File: src/rtl/core/backward_gradient_adjoint_3d_assert.svh
// Assertion macros shared by the divergence core modules.
`ifndef BACKWARD_GRADIENT_ADJOINT_3D_ASSERT_SVH
`define BACKWARD_GRADIENT_ADJOINT_3D_ASSERT_SVH

// same-cycle implication, checked out of reset
`define BGA3_ASSERT_NOW(label, ante, cons, msg) \
  label: assert property (@(posedge clk) disable iff (!rst_n) (ante) |-> (cons)) \
    else $error(msg);

// next-cycle implication, checked out of reset
`define BGA3_ASSERT_NEXT(label, ante, cons, msg) \
  label: assert property (@(posedge clk) disable iff (!rst_n) (ante) |=> (cons)) \
    else $error(msg);

`endif

File: src/rtl/core/bga3_pkg.sv
// Shared types and constants for the 3-D divergence core.
`timescale 1ns / 1ps
package bga3_pkg;
  localparam int MAX_NX  = 128;
  localparam int MAX_NY  = 128;
  localparam int MAX_NZ  = 1024;
  localparam int AW      = 15;
  localparam int DEPTH   = 1 << AW;
  localparam int CW      = 25;
  localparam int FIFO_AW = 2;
  localparam int FIFO_D  = 1 << FIFO_AW;

  typedef logic [AW-1:0] addr_t;

  typedef enum logic [2:0] {
    REG_SIZE_X   = 3'd0,
    REG_SIZE_Y   = 3'd1,
    REG_SIZE_Z   = 3'd2,
    REG_WEIGHT_X = 3'd3,
    REG_WEIGHT_Y = 3'd4,
    REG_WEIGHT_Z = 3'd5
  } reg_idx_t;

  typedef struct packed {
    addr_t ac;
    addr_t ax;
    addr_t ay;
    addr_t az;
    logic  bx;
    logic  by;
    logic  bz;
    logic  last;
  } cmd_t;

  typedef struct packed {
    logic               en;
    addr_t              addr;
    logic signed [31:0] x;
    logic signed [31:0] y;
    logic signed [31:0] z;
  } wr_t;
endpackage

File: src/rtl/core/bga3_fifo.sv
// Short command queue between the front and back ends.
`timescale 1ns / 1ps
module bga3_fifo import bga3_pkg::*; (
  input  logic clk,
  input  logic rst_n,
  input  logic push,
  input  cmd_t push_cmd,
  input  logic pop,
  output cmd_t pop_cmd,
  output logic full,
  output logic empty
);
  cmd_t               mem [FIFO_D];
  logic [FIFO_AW-1:0] wp_r, wp_nxt, rp_r, rp_nxt;
  logic [FIFO_AW:0]   cnt_r, cnt_nxt;

  always_comb begin
    wp_nxt  = push ? wp_r + 1'b1 : wp_r;
    rp_nxt  = pop ? rp_r + 1'b1 : rp_r;
    cnt_nxt = cnt_r + {{FIFO_AW{1'b0}}, push} - {{FIFO_AW{1'b0}}, pop};
  end

  always_ff @(posedge clk) begin
    if (!rst_n) begin
      wp_r  <= '0;
      rp_r  <= '0;
      cnt_r <= '0;
    end else begin
      wp_r  <= wp_nxt;
      rp_r  <= rp_nxt;
      cnt_r <= cnt_nxt;
    end
  end

  always_ff @(posedge clk) begin
    if (push) begin
      mem[wp_r] <= push_cmd;
    end
  end

  assign pop_cmd = mem[rp_r];
  assign full    = (cnt_r == (FIFO_AW+1)'(FIFO_D));
  assign empty   = (cnt_r == '0);
endmodule

File: config.mk
export PLATFORM = sky130hd
export DESIGN_NAME = bga3_fifo
export DESIGN_NICKNAME = d
export VERILOG_FILES = /design/src/rtl/core/backward_gradient_adjoint_3d_assert.svh /design/src/rtl/core/bga3_pkg.sv /design/src/rtl/core/bga3_fifo.sv
export SDC_FILE = /design/constraint.sdc
export NUM_CORES = 1
export LEC_CHECK = 0
export BUFFER_PORTS_ARGS = -buffer_cell sky130_fd_sc_hd__buf_2
export CELL_PAD_IN_SITES_DETAIL_PLACEMENT = 0
export CELL_PAD_IN_SITES_GLOBAL_PLACEMENT = 2
export CORE_MARGIN = 2
export CORE_UTILIZATION = 43
export CTS_CLUSTER_SIZE = 12
export DETAILED_ROUTE_END_ITERATION = 10
export PLACE_DENSITY = 0.8
export SLEW_MARGIN = 10
export SYNTH_ARGS = -nofsm -noshare
export SYNTH_HDL_FRONTEND = slang
export SYNTH_SLANG_ARGS = --single-unit
File: constraint.sdc
create_clock -name clk -period 5.5 [get_ports clk]
set_input_delay 0.275 -clock clk [delete_from_list [all_inputs] [get_ports clk]]
set_output_delay 0.275 -clock clk [all_outputs]
set_load 0.03 [all_outputs]
==> metrics.txt, run 1 <==
Nets roughly 670; top cells by count, synth 256 x edfxtp_1, 60 x mux4_2, 9 x dfxtp_1, 7 x inv_1; clock slew seen by the registers of the worst setup and hold paths about 50 ps; # hold bufs at CTS 65; Post-DRT Antenna Nets 0; hold path start pop; Final Setup Violations 0; Async S/R FF share, synth 0; Post-synth EDFFs between 200 and 300; DRT Pass-1 Iters 6; CP max FO between 40 and 50; Worst Hold Class in2reg; Crit Path Category reg2out; final instance area ~0.012 mm2; count leader, synth edfxtp_1; critical path arrival approximately 2800 ps; FP Rows between 50 and 60; GRT overflow 0; ranking of synthesized cells by area edfxtp_1 79%, mux4_2 14%, dfxtp_1 1.8%, buf_12 1.2%, mux4_1 1.1%; Peak VDD IR roughly 0.00030 V; Layout Cells excl Fill ~890; gpl congestion ~0.67; TritonCTS clock tree built; Netlist cell types 21; #FFs+latches synth 265; port bufs around 130; clk buf depth 3; sequential area share after synthesis 0.807; crit start category flip-flop; worst reg2reg path depth 7; core area between 0.02 and 0.025 mm2; placement-stage cell area roughly 0.011 mm2; Rel. slew slack 0.309; Sink Count ~270; detailed-route wire length per cell 19.5 um; initial antenna violation count 1; first-pass GRT wire length around 27 mm; post-CTS setup buffers 0; height of the chip about 150 um; Main synth FF type edfxtp_1; Power Density about 380 mW/mm2; Post-Place Cells 782; GRT Util Overall 0.146; clk_skew slightly below 6 ps; Static Leakage between 0.004 and 0.005 uW; Area growth syn-to-layout 23.6%; Initial Util 0.435; Reg2Reg Capture Point cnt_r[2]; slowest CP cell dfxtp_4; crit-path max cell delay between 900 and 1000 ps; fin. max-slew vios 0; syn avg cell area 25.9 um2; fin crit share 0.560; Synth area leader edfxtp_1; clock buffer count from CTS 27; maximum number of pins on one net before global-route repair 65; number of global-route vias before repair about 4900; area of the mapped netlist a little under 0.01 mm2; DRC 0; Fin Setup TNS 0 ps; Synthesized Nets about 450; status complete, no violations; Max Clk Rate 325 MHz; share of the synthesized area in the top cell type 0.788; Vias/cell 5.08; clock latency on the worst-skew pair between 500 and 600 ps; critical-path cell list buf_4, mux4_2, buf_2; Final min period 3080 ps; hold depth 3; CP required about 5200 ps; Iter 0 DRT Violations ~230; total number of vias between 4000 and 5000; share of cells above drive strength 1 0.385; max cap viols 0; Slew @ Worst Pin just over 1000 ps; Die ar. 0.0239 mm2; # resized after CTS 0; DIE WIDTH roughly 150 um; flop2flop setup slack about 3700 ps; # IOs 134; RSZ-0062 raised after global routing false; final hold vios 0; cell count after synthesis 377; Routed WL between 15 and 20 mm; worst flop-to-flop path startpoint cnt_r[0]; yosys warns 0; hpwl dp between 9 and 10 mm; CP Capture Type primary output; H-tree levels 1; CTS root buf clkbuf_16
worst max-delay path by stage:
stage / startpoint / to / slack [ps] / cells past startpoint
floorplan: wp_r[0] / mem[0][0] / 3020 / 3
global placement: flip-flop / pop_cmd[44] / 2860 / 3
detailed placement: flip-flop / pop_cmd[49] / 2840 / 3
CTS: flip-flop / pop_cmd[50] / 2270 / 3
global route: flip-flop / pop_cmd[49] / 2150 / 3
finish: flip-flop / pop_cmd[50] / 2420 / 3
layer usage:
metal  track usage  wire [um]  vias to the layer above
met5             0          0                        -
met4        0.0388        286                        0
met3        0.0272        815                       23
met2         0.256       8910                      127
met1         0.190       7350                     2335
li1              -          -                     2032
area by class of cell:
class / count / area, um2
well taps: 285 / 357
clock inverters: 5 / 55.1
clock buffers: 36 / 709
fillers: 1737 / 10400
inverters: 7 / 26.3
multi-input cells: 91 / 1700
diodes: 1 / 2.50
flip-flops and latches: 265 / 7880
repair buffers: 199 / 1320
critical path, delay by kind of cell, from the launching register on:
family | cells | cell delay [ps]
buf+inv | 2 | 720
mux | 1 | 580
flops | 1 | 950
per-stage QoR:
step                setup slack (ps)   util  power (uW)  hold WS, ps
CTS                             2270  0.537        4600         71.1
detailed placement              2840  0.474        2940          493
global route                    2150  0.537        4720          103
finish                          2420  0.537        4540         85.3
floorplan                       3020      -        2780          374
global placement                2860  0.474        2920          485
placed cells by master (no fill, tap or decap), types with 4 or more instances in the layout:
cell type,count
dlygate4sd3_1,65
ha_1,6
edfxtp_1,256
and2_4,4
clkbuf_16,27
mux4_2,60
dfxtp_1,7
nor2_1,5
inv_1,7
buf_2,133
mux4_1,4
clkbuf_1,9
cells by family after synthesis:
group,share of synthesized area
flops,0.807
simple gates,0.00770
mux,0.150
buf+inv,0.0198
compound gates,0.00154
fa+ha+maj,0.00975
xor+xnor,0.00423
registers in the layout (all words and copies together) (netlist names), named ones only:
register  cells
cnt_r         3
mem         256
rp_r          2
wp_r          2
where the power goes:
group,internal [uW],switching (uW)
combinational,226,316
clock,938,679
sequential,2320,57.8
(Power assumes the default switching activity.)
==> run 2, diff against run 1 <==
ABC_AREA = 1   (was unset)
CORE_UTILIZATION = 36   (was 43)
clock period = 2.8 ns   (was 5.5 ns; I/O delays follow)
==> run 2 against run 1 <==
Sequential share of layout area down 5.3 points. Count of clock-buffer cells in the layout up 1. Combinational power up 100%. Synthesized cell count up 110%. Final cell count up 59%. Worst hold slack better by 280 ps. Sequential power up 93%. First-iteration DRC count up 65%. Worst setup slack worse by 1900 ps. Global-route usage down 0.98 points. Critical path depth up 2. Largest power group unchanged.
==> metrics.txt, run 2 <==
Rel. slew slack 0.591 (+0.282); Sw Pwr 2200 uW (+110%); Synth area leader edfxtp_1; count leader, synth edfxtp_1; ranking of synthesized cells by area edfxtp_1 74%, inv_1 5.2%, nand2_1 5.0%, o211ai_1 4.6%, a21oi_1 3.4%; Sink Count 265 (unchanged); detailed-route wire length per cell 14.6 um (-25%); Iter 0 DRT Violations 374 (+65%); Net Sw Frac 0.243 (+0.0111); Die ar. 0.0304 mm2 (+27%); Post-synth EDFFs 256 (unchanged); RSZ-0062 raised after global routing false; FP Rows 62 (+13%); final instance area 0.0131 mm2 (+8.8%); Initial Util 0.364 (-0.0703); DRT Pass-1 Iters 5 (-1); Adder-Cell Fraction of Synth Area 0.00911 (-0.000635); clk buf depth 3 (unchanged); hold path start push_cmd[11]; GRT Util Overall 0.136 (-0.00982); compound-cell area share of the yosys netlist 0.112 (+0.111); total number of vias 6308 (+40%); mux share of post-synthesis cell area 0 (-0.150); CP max FO 51 (+13%); final hold vios 0 (unchanged); maximum number of pins on one net before global-route repair 55 (-15%); Layout fillers 2548 (+47%); Nets 1084 (+63%); Slew @ Worst Pin 613 ps (-423 ps); Main synth FF type edfxtp_1; Area growth syn-to-layout 25.7%; Int Power 6860 uW (+97%); Static Leakage 0.00512 uW (+25%); Crit Path Category reg2out; Post-Synth XOR/XNOR Area 0 (-0.00423); fin crit share 0.822; hpwl dp 12.3 mm (+30%); port bufs 133 (unchanged); yosys warns 0 (unchanged); share of total power in combinational logic 0.122 (+0.003); setup ws final 498 ps (-1920 ps); Fin Setup TNS 0 ps (unchanged); share of cells above drive strength 1 0.187 (-0.197); Async S/R FF share, synth 0 (unchanged); Power Density 691 mW/mm2 (+83%); post-CTS setup buffers 0 (unchanged); max cap viols 0 (unchanged); Reg power frac 0.509 (-0.015); status complete, no violations; GRT overflow 0 (unchanged); height of the chip 174 um (+13%); max reg flops 256 (unchanged); clk_skew 18.0 ps (+12.2 ps); CP required 2660 ps (-2560 ps); Post-DRT Antenna Nets 0 (unchanged); top cells by count, synth 256 x edfxtp_1, 144 x inv_1, 138 x nand2_1, 70 x a21oi_1, 64 x o211ai_1; Largest Register mem; #FFs+latches synth 265 (unchanged); clock buffer count from CTS 28 (+3.7%); Final min period approximately 2300 ps; Post-Synth Simple-Gate Area 0.0513 (+0.0436); clock slew seen by the registers of the worst setup and hold paths 60 ps (about the same); H-tree levels 1 (unchanged); Routed WL 20.6 mm (+18%); Peak VDD IR 0.000419 V (+42%); DIE WIDTH 174 um (+13%); # resized after CTS 0 (unchanged); CP Capture Type primary output; # IOs 134 (unchanged); placement-stage cell area 0.0116 mm2 (+9.1%); Vias/cell 4.47 (-12%); sequential area share after synthesis 0.754 (-0.0525); cell count after synthesis 802 (+110%); core area 0.0286 mm2 (+28%); Top Registers mem x256, cnt_r x3; clock latency on the worst-skew pair 530 ps (about the same); commonest cells after routing, fill and taps aside 256 x edfxtp_1, 140 x inv_1, 138 x nand2_1; TritonCTS clock tree built; syn avg cell area 13.0 um2 (-50%); area of the mapped netlist 0.0104 mm2 (+7.0%); crit start category flip-flop; Synthesized Nets 877 (+94%); Max Clk Rate ~430 MHz; Clock power frac 0.369 (+0.013); share of the synthesized area in the top cell type 0.737 (-0.0513); DRC 0 (unchanged); Worst Hold Class in2reg; critical path arrival 2160 ps (-640 ps); # hold bufs at CTS 68 (+4.6%); number of global-route vias before repair 6206 (+26%); fin. max-slew vios 0 (unchanged); commonest non-fill, non-tap cell in the layout edfxtp_1; Netlist cell types 17 (-19%); gpl congestion 0.709 (+6.2%); Final Setup Violations 0 (unchanged); first-pass GRT wire length 33.0 mm (+23%); main combinational cell family by area after synthesis compound AO/OA/AOI/OAI gates; worst flop-to-flop path startpoint wp_r[1]; setup slack at placement 931 ps (-1910 ps); initial antenna violation count 1 (unchanged); CTS root buf clkbuf_16
run 2: cell types whose count changed in the layout (fill, tap and decap cells not counted), sizes merged, moves of 64 or more:
cell	before	now
inv	8	140
nand2	0	138
mux4	64	0
a21oi	1	70
o211ai	0	64
o21ai	0	68
run 2: metal layers:
metal,track usage,part of all wire
met5,0,0
met4,0.0326,0.021
met2,0.229,0.47
met3,0.0276,0.052
met1,0.182,0.45
run 2: final timing paths:
check,endpoint,slack [ps],cells past startpoint
worst max-delay path,pop_cmd[62],500,5
worst min-delay path,mem[0][11],360,2
worst max register to register,mem[1][50],980,5
worst min register to register,flip-flop,450,2
run 2: worst max-delay path: stages (launching register included):
cell	delay (ps)
dfxtp_4	710
buf_4	440
a21oi_1	120
o21ai_0	90
nand2_1	80
buf_2	180
run 2: logic make-up after synthesis:
kind of cell,after synthesis
AOI/OAI and AO/OA,202
adders and majority gates,7
buffers and inverters,186
and+or+nand+nor,142
DFF,265
run 2: final cells by class:
class,count,area (um2),share of cell area
Multi-Input combinational cell,351,1800,0.137
Timing Repair Buffer,219,1580,0.121
Inverter,144,546,0.0416
Clock buffer,37,756,0.0576
Sequential cell,265,7880,0.601
Tap cell,384,480,0.0366
Antenna cell,1,2.50,0.000191
Clock inverter,9,68.8,0.00525
run 2: power by group through the flow:
stage / combinational [uW] / sequential (uW) / clock, uW
floorplan: 700 / 4660 / 0
global placement: 1040 / 4680 / 0
detailed placement: 1050 / 4690 / 0
CTS: 1130 / 4610 / 3460
global route: 1230 / 4620 / 3590
finish: 1110 / 4600 / 3340
run 2: through the flow:
stage | total power [uW] | util | std cells | hold WS (ps)
finish | 9050 | 0.458 | 1410 | 361
global placement | 5720 | 0.405 | 1295 | 353
floorplan | 5360 | - | 802 | 232
global route | 9440 | 0.458 | 1410 | 362
detailed placement | 5740 | 0.405 | 1295 | 356
CTS | 9190 | 0.458 | 1409 | 331
