[src/rtl/core/backward_gradient_adjoint_3d_assert.svh]
// Assertion macros shared by the divergence core modules.
`ifndef BACKWARD_GRADIENT_ADJOINT_3D_ASSERT_SVH
`define BACKWARD_GRADIENT_ADJOINT_3D_ASSERT_SVH

// same-cycle implication, checked out of reset
`define BGA3_ASSERT_NOW(label, ante, cons, msg) \
  label: assert property (@(posedge clk) disable iff (!rst_n) (ante) |-> (cons)) \
    else $error(msg);

// next-cycle implication, checked out of reset
`define BGA3_ASSERT_NEXT(label, ante, cons, msg) \
  label: assert property (@(posedge clk) disable iff (!rst_n) (ante) |=> (cons)) \
    else $error(msg);

`endif

[src/rtl/core/bga3_pkg.sv]
// Shared types and constants for the 3-D divergence core.
`timescale 1ns / 1ps
package bga3_pkg;
  localparam int MAX_NX  = 128;
  localparam int MAX_NY  = 128;
  localparam int MAX_NZ  = 1024;
  localparam int AW      = 15;
  localparam int DEPTH   = 1 << AW;
  localparam int CW      = 25;
  localparam int FIFO_AW = 2;
  localparam int FIFO_D  = 1 << FIFO_AW;

  typedef logic [AW-1:0] addr_t;

  typedef enum logic [2:0] {
    REG_SIZE_X   = 3'd0,
    REG_SIZE_Y   = 3'd1,
    REG_SIZE_Z   = 3'd2,
    REG_WEIGHT_X = 3'd3,
    REG_WEIGHT_Y = 3'd4,
    REG_WEIGHT_Z = 3'd5
  } reg_idx_t;

  typedef struct packed {
    addr_t ac;
    addr_t ax;
    addr_t ay;
    addr_t az;
    logic  bx;
    logic  by;
    logic  bz;
    logic  last;
  } cmd_t;

  typedef struct packed {
    logic               en;
    addr_t              addr;
    logic signed [31:0] x;
    logic signed [31:0] y;
    logic signed [31:0] z;
  } wr_t;
endpackage

[src/rtl/core/bga3_front.sv]
// Front end: configuration, request classification, history writes, command issue.
`timescale 1ns / 1ps
module bga3_front import bga3_pkg::*; (
  input  logic               clk,
  input  logic               rst_n,
  input  logic               cfg_we,
  input  logic [2:0]         cfg_idx,
  input  logic [31:0]        cfg_data,
  input  logic               in_valid,
  output logic               in_ready,
  input  logic               in_func,
  input  logic signed [31:0] in_x_val,
  input  logic signed [31:0] in_y_val,
  input  logic signed [31:0] in_z_val,
  input  logic               fifo_full,
  input  logic               fifo_empty,
  output logic               push,
  output cmd_t               push_cmd,
  output wr_t                wr,
  output logic signed [31:0] weight_x,
  output logic signed [31:0] weight_y,
  output logic signed [31:0] weight_z
);
  logic [7:0]         nx_r, nx_nxt, ny_r, ny_nxt;
  logic [10:0]        nz_r, nz_nxt;
  logic signed [31:0] wx_r, wx_nxt, wy_r, wy_nxt, wz_r, wz_nxt;
  logic [AW-1:0]      plane_r, plane_nxt;
  logic [CW-1:0]      total_r, total_nxt;
  logic [1:0]         settle_r, settle_nxt;
  logic [CW-1:0]      in_cnt_r, in_cnt_nxt, out_cnt_r, out_cnt_nxt;
  logic [6:0]         oi_r, oi_nxt, oj_r, oj_nxt;
  logic [9:0]         ok_r, ok_nxt;
  logic               acc, room, push_data, push_drain, is_last;
  logic               bx, by, bz;
  logic [7:0]         c8;
  logic [10:0]        c11;
  logic [15:0]        plane_prod;
  logic [25:0]        total_prod;
  addr_t              l;

  assign c8  = cfg_data[7:0];
  assign c11 = cfg_data[10:0];
  assign plane_prod = nx_r * ny_r;
  assign total_prod = plane_r * nz_r;

  assign in_ready   = (settle_r == 2'd0) && !fifo_full && !((in_cnt_r == '0) && !fifo_empty);
  assign acc        = in_valid && in_ready;
  assign room       = in_cnt_r < total_r;
  assign push_data  = acc && !in_func && room && (in_cnt_r >= CW'(plane_r));
  assign push_drain = acc && in_func && !room && (out_cnt_r < total_r);
  assign push       = push_data || push_drain;
  assign is_last    = push_drain && ((out_cnt_r + 1'b1) == total_r);

  assign bx = ({1'b0, oi_r} == nx_r - 8'd1);
  assign by = ({1'b0, oj_r} == ny_r - 8'd1);
  assign bz = ({1'b0, ok_r} == nz_r - 11'd1);
  assign l  = out_cnt_r[AW-1:0];

  always_comb begin
    push_cmd.ac   = l;
    push_cmd.ax   = bx ? l - addr_t'(1) : l + addr_t'(1);
    push_cmd.ay   = by ? l - addr_t'(ny_r == 8'd0 ? 8'd0 : nx_r) : l + addr_t'(nx_r);
    push_cmd.az   = bz ? l - plane_r : l + plane_r;
    push_cmd.bx   = bx;
    push_cmd.by   = by;
    push_cmd.bz   = bz;
    push_cmd.last = is_last;
    wr.en   = acc && !in_func && room;
    wr.addr = in_cnt_r[AW-1:0];
    wr.x    = in_x_val;
    wr.y    = in_y_val;
    wr.z    = in_z_val;
  end

  always_comb begin
    nx_nxt      = nx_r;
    ny_nxt      = ny_r;
    nz_nxt      = nz_r;
    wx_nxt      = wx_r;
    wy_nxt      = wy_r;
    wz_nxt      = wz_r;
    plane_nxt   = plane_r;
    total_nxt   = total_r;
    settle_nxt  = settle_r;
    in_cnt_nxt  = in_cnt_r;
    out_cnt_nxt = out_cnt_r;
    oi_nxt      = oi_r;
    oj_nxt      = oj_r;
    ok_nxt      = ok_r;

    case (settle_r)
      2'd2: begin
        plane_nxt  = plane_prod[AW-1:0];
        settle_nxt = 2'd1;
      end
      2'd1: begin
        total_nxt  = total_prod[CW-1:0];
        settle_nxt = 2'd0;
      end
      default: ;
    endcase

    if (wr.en) begin
      in_cnt_nxt = in_cnt_r + 1'b1;
    end
    if (push) begin
      out_cnt_nxt = out_cnt_r + 1'b1;
      if (bx) begin
        oi_nxt = '0;
        if (by) begin
          oj_nxt = '0;
          ok_nxt = ok_r + 1'b1;
        end else begin
          oj_nxt = oj_r + 1'b1;
        end
      end else begin
        oi_nxt = oi_r + 1'b1;
      end
    end
    if (is_last) begin
      in_cnt_nxt  = '0;
      out_cnt_nxt = '0;
      oi_nxt      = '0;
      oj_nxt      = '0;
      ok_nxt      = '0;
    end

    if (cfg_we) begin
      case (reg_idx_t'(cfg_idx))
        REG_SIZE_X:   nx_nxt = (c8 < 8'd2) ? 8'd2 : ((c8 > 8'(MAX_NX)) ? 8'(MAX_NX) : c8);
        REG_SIZE_Y:   ny_nxt = (c8 < 8'd2) ? 8'd2 : ((c8 > 8'(MAX_NY)) ? 8'(MAX_NY) : c8);
        REG_SIZE_Z:   nz_nxt = (c11 < 11'd2) ? 11'd2 :
                               ((c11 > 11'(MAX_NZ)) ? 11'(MAX_NZ) : c11);
        REG_WEIGHT_X: wx_nxt = cfg_data;
        REG_WEIGHT_Y: wy_nxt = cfg_data;
        REG_WEIGHT_Z: wz_nxt = cfg_data;
        default: ;
      endcase
      if ((cfg_idx == REG_SIZE_X) || (cfg_idx == REG_SIZE_Y) || (cfg_idx == REG_SIZE_Z)) begin
        settle_nxt  = 2'd2;
        in_cnt_nxt  = '0;
        out_cnt_nxt = '0;
        oi_nxt      = '0;
        oj_nxt      = '0;
        ok_nxt      = '0;
      end
    end
  end

  always_ff @(posedge clk) begin
    if (!rst_n) begin
      nx_r      <= 8'd2;
      ny_r      <= 8'd2;
      nz_r      <= 11'd2;
      wx_r      <= -32'sd65536;
      wy_r      <= -32'sd65536;
      wz_r      <= -32'sd65536;
      plane_r   <= AW'(4);
      total_r   <= CW'(8);
      settle_r  <= 2'd0;
      in_cnt_r  <= '0;
      out_cnt_r <= '0;
      oi_r      <= '0;
      oj_r      <= '0;
      ok_r      <= '0;
    end else begin
      nx_r      <= nx_nxt;
      ny_r      <= ny_nxt;
      nz_r      <= nz_nxt;
      wx_r      <= wx_nxt;
      wy_r      <= wy_nxt;
      wz_r      <= wz_nxt;
      plane_r   <= plane_nxt;
      total_r   <= total_nxt;
      settle_r  <= settle_nxt;
      in_cnt_r  <= in_cnt_nxt;
      out_cnt_r <= out_cnt_nxt;
      oi_r      <= oi_nxt;
      oj_r      <= oj_nxt;
      ok_r      <= ok_nxt;
    end
  end

  assign weight_x = wx_r;
  assign weight_y = wy_r;
  assign weight_z = wz_r;

`include "backward_gradient_adjoint_3d_assert.svh"
  `BGA3_ASSERT_NOW(a_out_behind_in, 1'b1, out_cnt_r <= in_cnt_r, "output count ahead of input")
  `BGA3_ASSERT_NOW(a_push_room, push, !fifo_full, "command pushed into full queue")
  `BGA3_ASSERT_NOW(a_write_bound, wr.en, in_cnt_r < total_r, "history write past volume")
  `BGA3_ASSERT_NEXT(a_last_clears, push && is_last && !cfg_we, (in_cnt_r == '0) && (out_cnt_r == '0), "counters not cleared after last")
endmodule

[config.mk]
export PLATFORM = sky130hd
export DESIGN_NAME = bga3_front
export DESIGN_NICKNAME = d
export VERILOG_FILES = /design/src/rtl/core/bga3_pkg.sv /design/src/rtl/core/bga3_front.sv
export VERILOG_INCLUDE_DIRS = /design/src /design/src/rtl/core
export SDC_FILE = /design/constraint.sdc
export NUM_CORES = 1
export LEC_CHECK = 0
export BUFFER_PORTS_ARGS = -buffer_cell sky130_fd_sc_hd__buf_2
export CELL_PAD_IN_SITES_DETAIL_PLACEMENT = 1
export CELL_PAD_IN_SITES_GLOBAL_PLACEMENT = 2
export CORE_ASPECT_RATIO = 0.75
export CORE_MARGIN = 2
export CORE_UTILIZATION = 35
export CTS_CLUSTER_DIAMETER = 50
export DETAILED_ROUTE_END_ITERATION = 8
export GPL_ROUTABILITY_DRIVEN = 0
export PLACE_DENSITY = 0.82
export RECOVER_POWER = 100
export SETUP_SLACK_MARGIN = 0.05
export SLEW_MARGIN = 20
export SYNTH_ARGS = -nofsm -noshare
export SYNTH_HDL_FRONTEND = slang
export SYNTH_SLANG_ARGS = --single-unit
[constraint.sdc]
create_clock -name clk -period 13.83 [get_ports clk]
set_input_delay 0 -clock clk [delete_from_list [all_inputs] [get_ports clk]]
set_output_delay 0 -clock clk [all_outputs]
set_load 0.02 [all_outputs]
==> summary.txt <==
Run status
  • Status: finished with violations
  • Failing checks: max-capacitance violations, max-slew violations

Setup path
  • Reg2reg start: out_cnt_r[3]$_SDFF_PN0_
  • CP Data Arrival Time: 8.28 ns
  • CP max stage delay: between 2 and 2.5 ns
  • CP Class: reg -> reg
  • CP endpoint kind: flip-flop
  • CP Cell Sequence: nand3_1 -> nor2_1 -> and3_1 -> a21oi_1 -> a2111oi_0 -> nand4b_1 -> nor4_1 -> or2_0 -> clkbuf_1 -> nor2_1
  • Worst Path Max Fanout: 60
  • FF-to-FF End: in_cnt_r[19]$_SDFF_PN0_
  • Critical Path Slowest Stage Cell: clkbuf_1
  • Startpoint types: flip-flop
  • Most numerous cell on the critical path: nor2_1
  • R2r setup slk: between 5 and 6 ns
  • Req. time, crit path: around 14 ns
  • R2r worst-path depth: 10
  • Worst path buffer plus inverter count: 1
  • Delay-heaviest family, CP: simple AND/OR/NAND/NOR gates

Global routing
  • Total grt overflow: 0
  • Initial antenna violation count: 0
  • Largest net degree at the start of global routing: about 110
  • GRT Overall Usage: 0.219
  • First-pass GRT wire length: between 100000 and 150000 um
  • Number of global-route vias before repair: 20808

Yosys
  • Top cells by count, synth: nand2_1, inv_1, dfxtp_1
  • Post-Synth Adder-Cell Area: 0.252
  • Syn Inst Count: approximately 2800
  • Asr flop ratio synth: 0
  • Yosys reg bits: 239
  • Main synth FF type: dfxtp_1
  • Top cell type's share of synthesized area: 0.210
  • Mapped Area: about 23000 um^2
  • Yosys cell types: between 60 and 70
  • Most instantiated library cell after synthesis: nand2_1
  • Most area-hungry cell type in the Yosys netlist: dfxtp_1
  • Register area share after synthesis: 0.210
  • Net Count, Synth: ~3300
  • Synth Area in Compound Gates: 0.105
  • XOR/XNOR share of the synthesized area: 0.0803
  • Post-synth EDFFs: 0
  • Simple-Gate Fraction of Synth Area: 0.225
  • Synth warn: 0
  • Most area-consuming cells after synthesis: dfxtp_1, fa_1, ha_1
  • Mux share of post-synthesis cell area: 0.0132
  • Avg Cell Area, Syn: between 8 and 9 um^2
  • Largest family of logic cells by synthesized area: adder cells

STA
  • Clock Skew: about 0.037 ns
  • Fin crit share: 0.576
  • Final setup violation count: 0
  • Worst rel slew slack: -1.94
  • Setup TNS: 0 ns
  • Max Freq: approximately 130 MHz
  • Worst-Margin Slew: ~4.4 ns
  • RSZ-0062 raised after global routing: no
  • Hold Vio Cnt, Final: 0
  • Fin. max-slew vios: around 350
  • Min cycle time layout: approximately 8 ns

Layout
  • Layout cells sized above 1: 0.0446
  • NumNets Final: around 3400
  • Filler instances: ~7900
  • Multi-input logic area: approximately 15000 um^2
  • Area delta synth->final: 9.23%
  • FF/Latch Area: about 4800 um^2
  • Antenna Cells: 0

Clock network
  • Num CTS Buffers: 37
  • # H-tree levels: 2
  • Worst-path clk slew: around 0.06 ns
  • CTS Sinks: approximately 240
  • Setup Buffers After CTS: 0
  • Post-CTS sizing: 0
  • Hold buffers post-CTS: 37
  • Clk root buf: clkbuf_16
  • Clock buffer depth: 3
  • Clk_lat worst skew: 0.58 ns
  • CTS tree: done

Hold path
  • Worst Hold Class: in -> out
  • Min-delay src: in_x_val[21]
  • Hold EP: wr[85]
  • Hold Crit Depth: 0

Routing
  • Post-route ant nets: 0
  • Pre-Repair DR Iteration Count: 5
  • Initial DRC count: 1134
  • Avg Vias per Cell: ~5.2
  • WL/cell: a little under 20 um
  • Via Count: slightly below 20000
  • Drc violations: 0
  • Drt total wl: ~75000 um

Die
  • Starting Density: 0.352
  • Core area: 64900 um^2
  • Die height: between 200 and 250 um
  • IO Pins: about 410
  • Row cnt: a little over 80
  • Die area: a little under 70000 um^2
  • Die X: 299 um

Pwr
  • LEAKAGE: roughly 11 nW
  • Peak supply drop: 0.0692 mV
  • Overall Power: about 1.8 mW
  • Power per cell area: about 73 nW/um^2

Placed design
  • Port buffer count: about 220
  • Hpwl dp: ~57000 um

Flow run
  • Max-cap violations: 7
## power breakdown
part	total (mW)	switching (mW)	internal, mW
registers	0.711	0.0123	0.699
clock network	0.955	0.387	0.568
logic	0.153	0.0999	0.0527
## routing by layer
metal	vias to the layer above	GRT usage	routed length (um)
li1	9229	-	-
met1	9932	0.311	35800
met2	404	0.342	33400
met3	103	0.0347	3470
met4	0	0.0634	1970
met5	-	0	0
## placed cells by master (no fill, tap or decap), drive strengths merged, types with 18 or more instances in the layout
cell type | Yosys | final
mux2i | 30 | 30
nand4 | 38 | 38
o21ai | 56 | 56
clkbuf | 116 | 226
and3 | 23 | 23
dfxtp | 239 | 239
xor2 | 87 | 87
and2 | 98 | 98
inv | 283 | 290
nor2 | 168 | 168
xnor2 | 122 | 122
nand2 | 437 | 437
fa | 153 | 153
dlygate4sd3 | 0 | 37
a21oi | 90 | 90
nor3 | 34 | 34
a21boi | 59 | 59
buf | 153 | 53
a21o | 24 | 24
nor4 | 18 | 18
nor2b | 58 | 58
nand3 | 115 | 115
ha | 214 | 214
## state kept, by name, summed over array words and instances (netlist names), 8 cells and up
| signal | count |
|---|---|
| weight_x | 32 |
| weight_y | 32 |
| weight_z | 32 |
| in_cnt_r | 25 |
| out_cnt_r | 25 |
| total_r | 25 |
| plane_r | 15 |
| nz_r | 11 |
| ok_r | 10 |
| nx_r | 8 |
| ny_r | 8 |
## kinds of logic (layout without fill, tap and decap cells)
group,Yosys count,count (layout)
fa+ha+maj,367,367
simple gates,1071,1071
flops,239,239
mux,30,30
buf+inv,552,620
xor+xnor,209,209
compound gates,359,359
## area by class of cell
class                           count  share of cell area
Clock buffer                       45              0.0404
Clock inverter                     21             0.00974
Inverter                          283              0.0426
Multi-Input combinational cell   2036               0.618
Sequential cell                   239               0.192
Tap cell                          871              0.0437
Timing Repair Buffer              271              0.0535
## stage by stage
step | cells | hold WS [ns] | setup slack, ns | util | instance area [um^2]
2_1_floorplan | 2827 | 0.113 | 8.05 | - | 22800
3_3_place_gp | 3663 | 0.000137 | 7.66 | 0.364 | 23600
3_5_place_dp | 3663 | 0.000137 | 7.56 | 0.364 | 23600
4_1_cts | 3766 | 0.000137 | 7.51 | 0.388 | 25200
5_1_grt | 3766 | 0.0000292 | 5.28 | 0.384 | 24900
6_report | 3766 | 0.00000881 | 5.86 | 0.384 | 24900
## worst max-delay path by stage
stage,startpoint,end,depth (start not counted)
4_1_cts,nz_r[4]$_SDFFE_PN0P_,total_r[23]$_SDFFE_PN0N_,19
3_3_place_gp,nz_r[3]$_SDFFE_PN0P_,total_r[23]$_SDFFE_PN0N_,19
5_1_grt,out_cnt_r[4]$_SDFF_PN0_,in_cnt_r[19]$_SDFF_PN0_,10
3_5_place_dp,nz_r[4]$_SDFFE_PN0P_,total_r[23]$_SDFFE_PN0N_,19
6_report,out_cnt_r[3]$_SDFF_PN0_,in_cnt_r[19]$_SDFF_PN0_,10
2_1_floorplan,nz_r[3]$_SDFFE_PN0P_,total_r[23]$_SDFFE_PN0N_,21
No activity file was read; power rests on OpenSTA's default activity.
